===== config.mk =====
export PLATFORM = sky130hd
export DESIGN_NAME = qoi_chunk_decoder
export DESIGN_NICKNAME = d
export VERILOG_FILES = /design/src/design/qoicd_pkg.sv /design/src/design/qoicd_datapath.sv /design/src/design/qoicd_ctrl.sv /design/src/design/qoi_chunk_decoder.sv
export SDC_FILE = /design/constraint.sdc
export NUM_CORES = 2
export LEC_CHECK = 0
export BUFFER_PORTS_ARGS = -buffer_cell sky130_fd_sc_hd__buf_2
export CAP_MARGIN = 20
export CORE_MARGIN = 2
export CORE_UTILIZATION = 55
export DETAILED_ROUTE_END_ITERATION = 10
export GPL_ROUTABILITY_DRIVEN = 1
export PLACE_DENSITY = 0.77
export SYNTH_ARGS = -nofsm -noshare
export SYNTH_HDL_FRONTEND = slang
export SYNTH_HIERARCHICAL = 1
export SYNTH_SLANG_ARGS = --single-unit

===== constraint.sdc =====
create_clock -name aclk -period 10.22 [get_ports aclk]
set_input_delay 1.022 -clock aclk [delete_from_list [all_inputs] [get_ports aclk]]
set_output_delay 1.022 -clock aclk [all_outputs]
set_load 0.005 [all_outputs]

===== src/design/qoicd_pkg.sv =====
`timescale 1ns / 1ps
// ----------------------------------------------------------------------------
// qoicd_pkg
// Types, chunk codes and the colour table hash for the QOI chunk decoder.
// ----------------------------------------------------------------------------
package qoicd_pkg;

    localparam int TABLE_BITS = 6;
    localparam int TABLE_SIZE = 1 << TABLE_BITS;
    localparam int COUNT_BITS = 6;

    localparam logic [7:0] TAG_MASK  = 8'hC0;
    localparam logic [7:0] TAG_INDEX = 8'h00;
    localparam logic [7:0] TAG_DIFF  = 8'h40;
    localparam logic [7:0] TAG_LUMA  = 8'h80;
    localparam logic [7:0] TAG_RUN   = 8'hC0;
    localparam logic [7:0] TAG_RGB   = 8'hFE;
    localparam logic [7:0] TAG_RGBA  = 8'hFF;

    localparam logic [1:0] KIND_NONE = 2'd0;
    localparam logic [1:0] KIND_RGB  = 2'd1;
    localparam logic [1:0] KIND_RGBA = 2'd2;
    localparam logic [1:0] KIND_LUMA = 2'd3;

    localparam logic [2:0] LEFT_RGB  = 3'd3;
    localparam logic [2:0] LEFT_RGBA = 3'd4;
    localparam logic [2:0] LEFT_LUMA = 3'd1;

    typedef struct packed {
        logic [7:0] r;
        logic [7:0] g;
        logic [7:0] b;
        logic [7:0] a;
    } pixel_t;

    localparam pixel_t PIXEL_START = '{r: 8'd0, g: 8'd0, b: 8'd0, a: 8'd255};

    typedef struct packed {
        logic take_byte;
        logic load_index;
        logic write_pixel;
        logic out_beat;
    } cmd_t;

    typedef struct packed {
        logic pixel_now;
        logic index_now;
        logic count_zero;
    } status_t;

    function automatic logic [TABLE_BITS-1:0] slot_of(input pixel_t px);
        logic [7:0] sum;
        sum = px.r * 8'd3 + px.g * 8'd5 + px.b * 8'd7 + px.a * 8'd11;
        return sum[TABLE_BITS-1:0];
    endfunction

endpackage


===== src/design/qoicd_datapath.sv =====
`timescale 1ns / 1ps
// ----------------------------------------------------------------------------
// qoicd_datapath
// Chunk gathering, pixel arithmetic, previous pixel and colour table.
// ----------------------------------------------------------------------------
module qoicd_datapath (
    input  logic               aclk,
    input  logic               aresetn,
    input  logic [7:0]         data_byte,
    input  logic               image_start,
    input  qoicd_pkg::cmd_t    cmd,
    output qoicd_pkg::status_t status,
    output qoicd_pkg::pixel_t  pixel,
    output logic               last_pixel
);

    logic [1:0]                          kind_reg, kind_next;
    logic [2:0]                          left_reg, left_next;
    logic [23:0]                         gath_reg, gath_next;
    qoicd_pkg::pixel_t                   prev_reg, prev_next;
    qoicd_pkg::pixel_t                   pix_reg, pix_next;
    logic [qoicd_pkg::COUNT_BITS-1:0]    cnt_reg, cnt_next;
    logic [qoicd_pkg::TABLE_SIZE-1:0]    valid_reg, valid_next;
    logic [qoicd_pkg::TABLE_BITS-1:0]    idx_reg;
    qoicd_pkg::pixel_t                   rd_q;
    qoicd_pkg::pixel_t                   mem [qoicd_pkg::TABLE_SIZE];

    logic [1:0]                          eff_kind, d_kind;
    logic [2:0]                          eff_left, d_left;
    logic [23:0]                         d_gath;
    logic [31:0]                         cat;
    qoicd_pkg::pixel_t                   eff_prev, d_pixel;
    logic [qoicd_pkg::COUNT_BITS-1:0]    d_count;
    logic                                gathering, d_pixel_now, d_index_now;
    logic [7:0]                          vg, dr, db;
    logic [qoicd_pkg::TABLE_BITS-1:0]    wr_slot;

    assign eff_kind  = image_start ? qoicd_pkg::KIND_NONE : kind_reg;
    assign eff_left  = image_start ? 3'd0 : left_reg;
    assign eff_prev  = image_start ? qoicd_pkg::PIXEL_START : prev_reg;
    assign gathering = (eff_kind != qoicd_pkg::KIND_NONE) && (eff_left != 3'd0);
    assign cat       = {gath_reg, data_byte};
    assign wr_slot   = qoicd_pkg::slot_of(pix_reg);

    // LUMA: first byte in cat[15:8], second in cat[7:0]
    assign vg = {2'b00, cat[13:8]} - 8'd32;
    assign dr = vg + {4'b0000, cat[7:4]} - 8'd8;
    assign db = vg + {4'b0000, cat[3:0]} - 8'd8;

    always_comb begin
        d_kind      = qoicd_pkg::KIND_NONE;
        d_left      = 3'd0;
        d_gath      = 24'd0;
        d_pixel     = eff_prev;
        d_count     = '0;
        d_pixel_now = 1'b0;
        d_index_now = 1'b0;
        if (gathering) begin
            d_kind = eff_kind;
            d_left = eff_left - 3'd1;
            d_gath = cat[23:0];
            if (eff_left == 3'd1) begin
                d_kind      = qoicd_pkg::KIND_NONE;
                d_gath      = 24'd0;
                d_pixel_now = 1'b1;
                case (eff_kind)
                    qoicd_pkg::KIND_RGB: begin
                        d_pixel = '{r: cat[23:16], g: cat[15:8], b: cat[7:0], a: eff_prev.a};
                    end
                    qoicd_pkg::KIND_RGBA: begin
                        d_pixel = '{r: cat[31:24], g: cat[23:16], b: cat[15:8], a: cat[7:0]};
                    end
                    qoicd_pkg::KIND_LUMA: begin
                        d_pixel = '{r: eff_prev.r + dr, g: eff_prev.g + vg,
                                    b: eff_prev.b + db, a: eff_prev.a};
                    end
                    default: begin
                        d_pixel = eff_prev;
                    end
                endcase
            end
        end else if (data_byte == qoicd_pkg::TAG_RGB) begin
            d_kind = qoicd_pkg::KIND_RGB;
            d_left = qoicd_pkg::LEFT_RGB;
        end else if (data_byte == qoicd_pkg::TAG_RGBA) begin
            d_kind = qoicd_pkg::KIND_RGBA;
            d_left = qoicd_pkg::LEFT_RGBA;
        end else begin
            case (data_byte & qoicd_pkg::TAG_MASK)
                qoicd_pkg::TAG_INDEX: begin
                    d_index_now = 1'b1;
                end
                qoicd_pkg::TAG_DIFF: begin
                    d_pixel_now = 1'b1;
                    d_pixel = '{r: eff_prev.r + {6'd0, data_byte[5:4]} - 8'd2,
                                g: eff_prev.g + {6'd0, data_byte[3:2]} - 8'd2,
                                b: eff_prev.b + {6'd0, data_byte[1:0]} - 8'd2,
                                a: eff_prev.a};
                end
                qoicd_pkg::TAG_LUMA: begin
                    d_kind = qoicd_pkg::KIND_LUMA;
                    d_left = qoicd_pkg::LEFT_LUMA;
                    d_gath = {16'd0, data_byte};
                end
                default: begin
                    d_pixel_now = 1'b1;
                    d_count     = data_byte[qoicd_pkg::COUNT_BITS-1:0];
                end
            endcase
        end
    end

    always_comb begin
        kind_next  = kind_reg;
        left_next  = left_reg;
        gath_next  = gath_reg;
        prev_next  = prev_reg;
        pix_next   = pix_reg;
        cnt_next   = cnt_reg;
        valid_next = valid_reg;
        if (cmd.take_byte) begin
            kind_next = d_kind;
            left_next = d_left;
            gath_next = d_gath;
            if (image_start) begin
                valid_next = '0;
                prev_next  = qoicd_pkg::PIXEL_START;
            end
            if (d_pixel_now) begin
                pix_next = d_pixel;
                cnt_next = d_count;
            end
        end
        if (cmd.load_index) begin
            pix_next = valid_reg[idx_reg] ? rd_q : '0;
            cnt_next = '0;
        end
        if (cmd.write_pixel) begin
            prev_next           = pix_reg;
            valid_next[wr_slot] = 1'b1;
        end
        if (cmd.out_beat && (cnt_reg != '0)) begin
            cnt_next = cnt_reg - 1'b1;
        end
    end

    always_ff @(posedge aclk) begin
        if (!aresetn) begin
            kind_reg  <= qoicd_pkg::KIND_NONE;
            left_reg  <= 3'd0;
            gath_reg  <= 24'd0;
            prev_reg  <= qoicd_pkg::PIXEL_START;
            cnt_reg   <= '0;
            valid_reg <= '0;
        end else begin
            kind_reg  <= kind_next;
            left_reg  <= left_next;
            gath_reg  <= gath_next;
            prev_reg  <= prev_next;
            cnt_reg   <= cnt_next;
            valid_reg <= valid_next;
        end
    end

    always_ff @(posedge aclk) begin
        pix_reg <= pix_next;
        if (cmd.take_byte) begin
            idx_reg <= data_byte[qoicd_pkg::TABLE_BITS-1:0];
        end
    end

    // colour table: one write port, one registered read port
    always_ff @(posedge aclk) begin
        if (cmd.write_pixel) begin
            mem[wr_slot] <= pix_reg;
        end
        if (cmd.take_byte) begin
            rd_q <= mem[data_byte[qoicd_pkg::TABLE_BITS-1:0]];
        end
    end

    assign status.pixel_now  = d_pixel_now;
    assign status.index_now  = d_index_now;
    assign status.count_zero = (cnt_reg == '0);
    assign pixel             = pix_reg;
    assign last_pixel        = (cnt_reg == '0);

endmodule


===== src/design/qoicd_ctrl.sv =====
`timescale 1ns / 1ps
// ----------------------------------------------------------------------------
// qoicd_ctrl
// Sequencer: byte intake, table read, pixel output beats.
// ----------------------------------------------------------------------------
module qoicd_ctrl (
    input  logic               aclk,
    input  logic               aresetn,
    input  logic               s_tvalid,
    output logic               s_tready,
    output logic               m_tvalid,
    input  logic               m_tready,
    input  qoicd_pkg::status_t status,
    output qoicd_pkg::cmd_t    cmd
);

    localparam logic [1:0] ST_IDLE = 2'd0;
    localparam logic [1:0] ST_READ = 2'd1;
    localparam logic [1:0] ST_EMIT = 2'd2;

    logic [1:0] state_reg, state_next;
    logic       take, beat;

    assign s_tready = (state_reg == ST_IDLE);
    assign m_tvalid = (state_reg == ST_EMIT);
    assign take     = s_tvalid && s_tready;
    assign beat     = m_tvalid && m_tready;

    assign cmd.take_byte   = take;
    assign cmd.load_index  = (state_reg == ST_READ);
    assign cmd.write_pixel = (state_reg == ST_EMIT);
    assign cmd.out_beat    = beat;

    always_comb begin
        state_next = state_reg;
        case (state_reg)
            ST_IDLE: begin
                if (take && status.index_now) begin
                    state_next = ST_READ;
                end else if (take && status.pixel_now) begin
                    state_next = ST_EMIT;
                end
            end
            ST_READ: begin
                state_next = ST_EMIT;
            end
            ST_EMIT: begin
                if (beat && status.count_zero) begin
                    state_next = ST_IDLE;
                end
            end
            default: begin
                state_next = ST_IDLE;
            end
        endcase
    end

    always_ff @(posedge aclk) begin
        if (!aresetn) begin
            state_reg <= ST_IDLE;
        end else begin
            state_reg <= state_next;
        end
    end

endmodule


===== src/design/qoi_chunk_decoder.sv =====
`timescale 1ns / 1ps
// ----------------------------------------------------------------------------
// qoi_chunk_decoder
// QOI chunk stream to pixels, one byte in per beat.
// ----------------------------------------------------------------------------
// channel   dir  tdata                          tuser          tlast
// s_        in   data_byte[7:0]                 image_start    -
// m_        out  red, green, blue, alpha (8b)   -              last_pixel
//
// Tag bytes of RGB/RGBA/LUMA and all but the final data byte of a chunk: taken, no output.
// Byte finishing DIFF/RGB/RGBA/LUMA: intake, then its pixel beat.
// INDEX: intake, then the colour table read (registered), then its beat; RUN: intake, then a beat per run pixel.
// Input is held off while pixels are being output; m_ stalls hold the beat.
// Reset: no clearing pass; table entries carry valid bits cleared at once.
// ----------------------------------------------------------------------------
module qoi_chunk_decoder (
    input  logic        aclk,
    input  logic        aresetn,
    input  logic        s_tvalid,
    output logic        s_tready,
    input  logic [7:0]  s_tdata,   // [7:0] data_byte
    input  logic        s_tuser,   // [0] image_start
    output logic        m_tvalid,
    input  logic        m_tready,
    output logic [31:0] m_tdata,   // [7:0] red, [15:8] green, [23:16] blue, [31:24] alpha
    output logic        m_tlast    // last_pixel
);

    qoicd_pkg::cmd_t    cmd;
    qoicd_pkg::status_t status;
    qoicd_pkg::pixel_t  pixel;

    qoicd_ctrl u_ctrl (
        .aclk     (aclk),
        .aresetn  (aresetn),
        .s_tvalid (s_tvalid),
        .s_tready (s_tready),
        .m_tvalid (m_tvalid),
        .m_tready (m_tready),
        .status   (status),
        .cmd      (cmd)
    );

    qoicd_datapath u_datapath (
        .aclk        (aclk),
        .aresetn     (aresetn),
        .data_byte   (s_tdata),
        .image_start (s_tuser),
        .cmd         (cmd),
        .status      (status),
        .pixel       (pixel),
        .last_pixel  (m_tlast)
    );

    assign m_tdata = {pixel.a, pixel.b, pixel.g, pixel.r};

endmodule


==> out/qor.yml <==
clock_network:
  insertion_delay_ns: 0.89
  postCtsSetupRepairBufs: 0
  clk_pin_slew_ns: 0.06
  cts_buffers: 208
  clockBufferDepth: 3
  cts-resized-gates: 0
  cts-htree-levels: 4
  ctsHoldBuffers: 0
  cts.sinks: 2251
  tritoncts: "built"
  cts_root_buffer: "clkbuf_16"
pwr:
  seqPwrFrac_pct: 48.9
  intPower_w: 0.0156
  switching_share_pct: 28.9
  pwr-share-comb_pct: 16.4
  p_sw_w: 0.00634
  p_clk_share_pct: 34.6
  power_density_mw_per_mm2: 218
  p_leak_nw: 31.9
  ir_worst_vdd_uv: 850
route:
  wl_per_cell_um: 36.0
  drt-initial-drc-count: 8465
  dr.pass1.iters: 8
  drt_wl_total_mm: 254
  vias: 48400
  avgViaCountPerCell: 6.87
  drc: 0
  drtAntennaViolNets: 0
cells_and_area:
  nNetsFinal: 4819
  n_fill_cell: 10800
  largest_reg_flops: 2048
  utilization_pct: 61.9
  finish.instance_area_mm2: 0.101
  drive_gt1_share_pct: 24.1
  layout-area-overhead-vs-synth_pct: 11.5
logic_synthesis:
  ys.flop_type: "edfxtp_1"
  synthAdderAreaFrac_pct: 1.98
  yosys.area_share.simple_pct: 2.71
  yosys_warnings: 6
  yosysMostFrequentCell: "edfxtp_1"
  synth_cell_types: 80
  yosysTopAreaCell: "edfxtp_1"
  syn_area_mm2: 0.0904
  synth_top_family_by_area: "multiplexers"
  synthXorXnorAreaFrac_pct: 0.519
  synth_compound_area_share_pct: 3.96
  synth_cells: 4552
  ys_top_cells_by_area: "edfxtp_1, mux4_2, dfxtp_1"
  syn_avg_cell_area_um2: 19.9
  synth_fp_nets: 4686
  ys_ff_latch: 2251
  yosysSeqAreaShare_pct: 73.3
  synth-async-reset-ratio_pct: 0
  synth-edff-count: 2118
  yosys-mux-area-fraction_pct: 15.6
  synth_top_area_share_pct: 70.4
  synth_commonest_cells: "edfxtp_1, mux4_2, nand2_1, a21oi_1, dfxtp_1"
timing:
  rsz0062_at_grt: "false"
  setup_viol: 0
  slew_viol_final: 0
  hold_viol: 0
  period_needed_ns: 7.28
  finalCritPeriodShare_pct: 71.3
  worstMarginPinSlew_ns: 1.24
  fmax_mhz: 137
  relSlewSlack_pct: 16.7
  finalClockSkew_ns: 0.0645
  hold-worst-slack_ns: 0.449
  tns_ns: 0
run_status:
  status: "completed"
setup_path:
  cp_slowest_stage_delay_ns: 1.14
  worst_setup_path_start_kind: "flip-flop"
  crit_slowest_cell: "nor2_4"
  cp-end-kind: "flip-flop"
  path_cells: "buf_4 > fa_1 > inv_1 > fa_1 > fa_1 > fa_1 > fa_1 > inv_1 > ha_1 > a21o_1 > a21oi_1 > xnor2_1 > xnor2_2 > xnor2_2 > nand2_1 > nor2_4"
  crit_top_cell: "fa_1"
  cpLargestDelayFamily: "adder cells"
  cp_max_fo: 41
  crit_buf_inv: 3
  required_ns: 10.69
  crit_arrival_ns: 7.75
  worstSetupPathType: "reg -> reg"
grt:
  grt_remaining_overflow: 0
  grt_start_max_net_pins: 120
  grt_pass1_wl_mm: 350
  grt_pass1_vias: 46300
  grt_antenna_before_repair: 23
  grt_util_all_layers_pct: 29.7
place:
  place_area_mm2: 0.0936
  dp_hpwl_mm: 144
  port_buffers: 47
  routabilityCongestion: 0.957
worst_hold_path:
  worstHoldPathType: "reg -> reg"
die:
  die_h_um: 409
  die_w_um: 409
  core-area_mm2: 0.163
  start_util_pct: 55.5
  ios: 48
  die_area_mm2: 0.168
  fp-row-count: 148
job:
  max_cap_violations: 0
area by class of cell:
type                            count  area, um2  share of cell area, %
Multi-Input combinational cell   1928      22900                   22.7
Inverter                          106        398                  0.395
Sequential cell                  2251      66300                   65.7
Antenna cell                        8       20.0                 0.0199
Timing Repair Buffer              190       1880                   1.87
Tap cell                         2175       2720                   2.70
Clock buffer                      251       5440                   5.39
Clock inverter                    137       1200                   1.19
final timing paths:
check,start,to,slack [ns],cells after the start
min,u_datapath/valid_reg[61],u_datapath/valid_reg[61],0.45,2
max,u_datapath/pixel[11],u_datapath/mem[53][2],2.94,16
max reg2reg,u_datapath/pixel[11],u_datapath/mem[53][2],2.94,16
min reg2reg,u_datapath/valid_reg[61],u_datapath/valid_reg[61],0.45,2
worst reg2reg max path, cell delays in order, from the launching register on:
cell	delay (ns)
edfxtp_1	0.67
buf_4	0.58
fa_1	0.53
inv_1	0.09
fa_1	0.42
fa_1	0.51
fa_1	0.44
fa_1	0.51
inv_1	0.07
ha_1	0.28
a21o_1	0.16
a21oi_1	0.19
xnor2_1	0.13
xnor2_2	0.31
xnor2_2	0.20
nand2_1	0.65
nor2_4	1.15
placed cells by master (no fill, tap or decap), types with 13 or more instances in the layout:
master | netlist | final
clkinv_1 | 3 | 58
buf_16 | 0 | 13
ha_1 | 84 | 84
clkinv_2 | 0 | 45
nor2b_1 | 81 | 81
a22oi_1 | 52 | 52
nor2_4 | 0 | 64
nor2_1 | 120 | 55
nor3_1 | 18 | 18
clkbuf_1 | 122 | 38
mux2i_1 | 76 | 76
nand2_1 | 200 | 200
o221ai_1 | 51 | 51
buf_2 | 64 | 42
inv_1 | 102 | 102
buf_4 | 42 | 109
nand2b_1 | 15 | 15
edfxtp_1 | 2118 | 2118
dfxtp_1 | 133 | 133
o21ai_0 | 128 | 128
buf_12 | 0 | 22
clkbuf_16 | 0 | 210
o22ai_1 | 64 | 64
o21ai_1 | 21 | 21
xnor2_1 | 37 | 37
a211o_1 | 19 | 19
mux4_2 | 590 | 590
a21oi_1 | 140 | 139
nand3_1 | 29 | 28
fa_1 | 37 | 37
kinds of logic (layout without fill, tap and decap cells):
family,after synthesis,in the layout
and+or+nand+nor,520,520
buffers and inverters,373,684
muxes,671,671
xor gates and xnor gates,51,51
adders and majority gates,121,121
DFF,2251,2251
other,0,8
AOI/OAI and AO/OA,565,565
metal layers:
metal / GRT usage, % / wire (um) / vias up
li1: - / - / 18900
met1: 40.3 / 87500 / 25100
met2: 45.5 / 120000 / 3769
met3: 7.69 / 32600 / 572
met4: 14.0 / 13800 / 16
met5: 0 / 118 / -
power groups by stage:
stage / logic [W] / clock network [W] / registers [W]
final: 0.00361 / 0.00760 / 0.0107
after global routing: 0.00374 / 0.00798 / 0.0108
after CTS: 0.00347 / 0.00763 / 0.0107
after detailed placement: 0.00344 / 0 / 0.0109
after global placement: 0.00340 / 0 / 0.0109
after floorplan: 0.00196 / 0 / 0.0110
metrics by stage:
step | setup slack, ns | power [W] | std cells
2_1_floorplan | 3.06 | 0.0129 | 4552
3_3_place_gp | 3.04 | 0.0143 | 6621
3_5_place_dp | 2.94 | 0.0144 | 6625
4_1_cts | 2.96 | 0.0218 | 7013
5_1_grt | 2.71 | 0.0225 | 7038
6_report | 2.94 | 0.0220 | 7046
No activity file was read; power rests on OpenSTA's default activity.
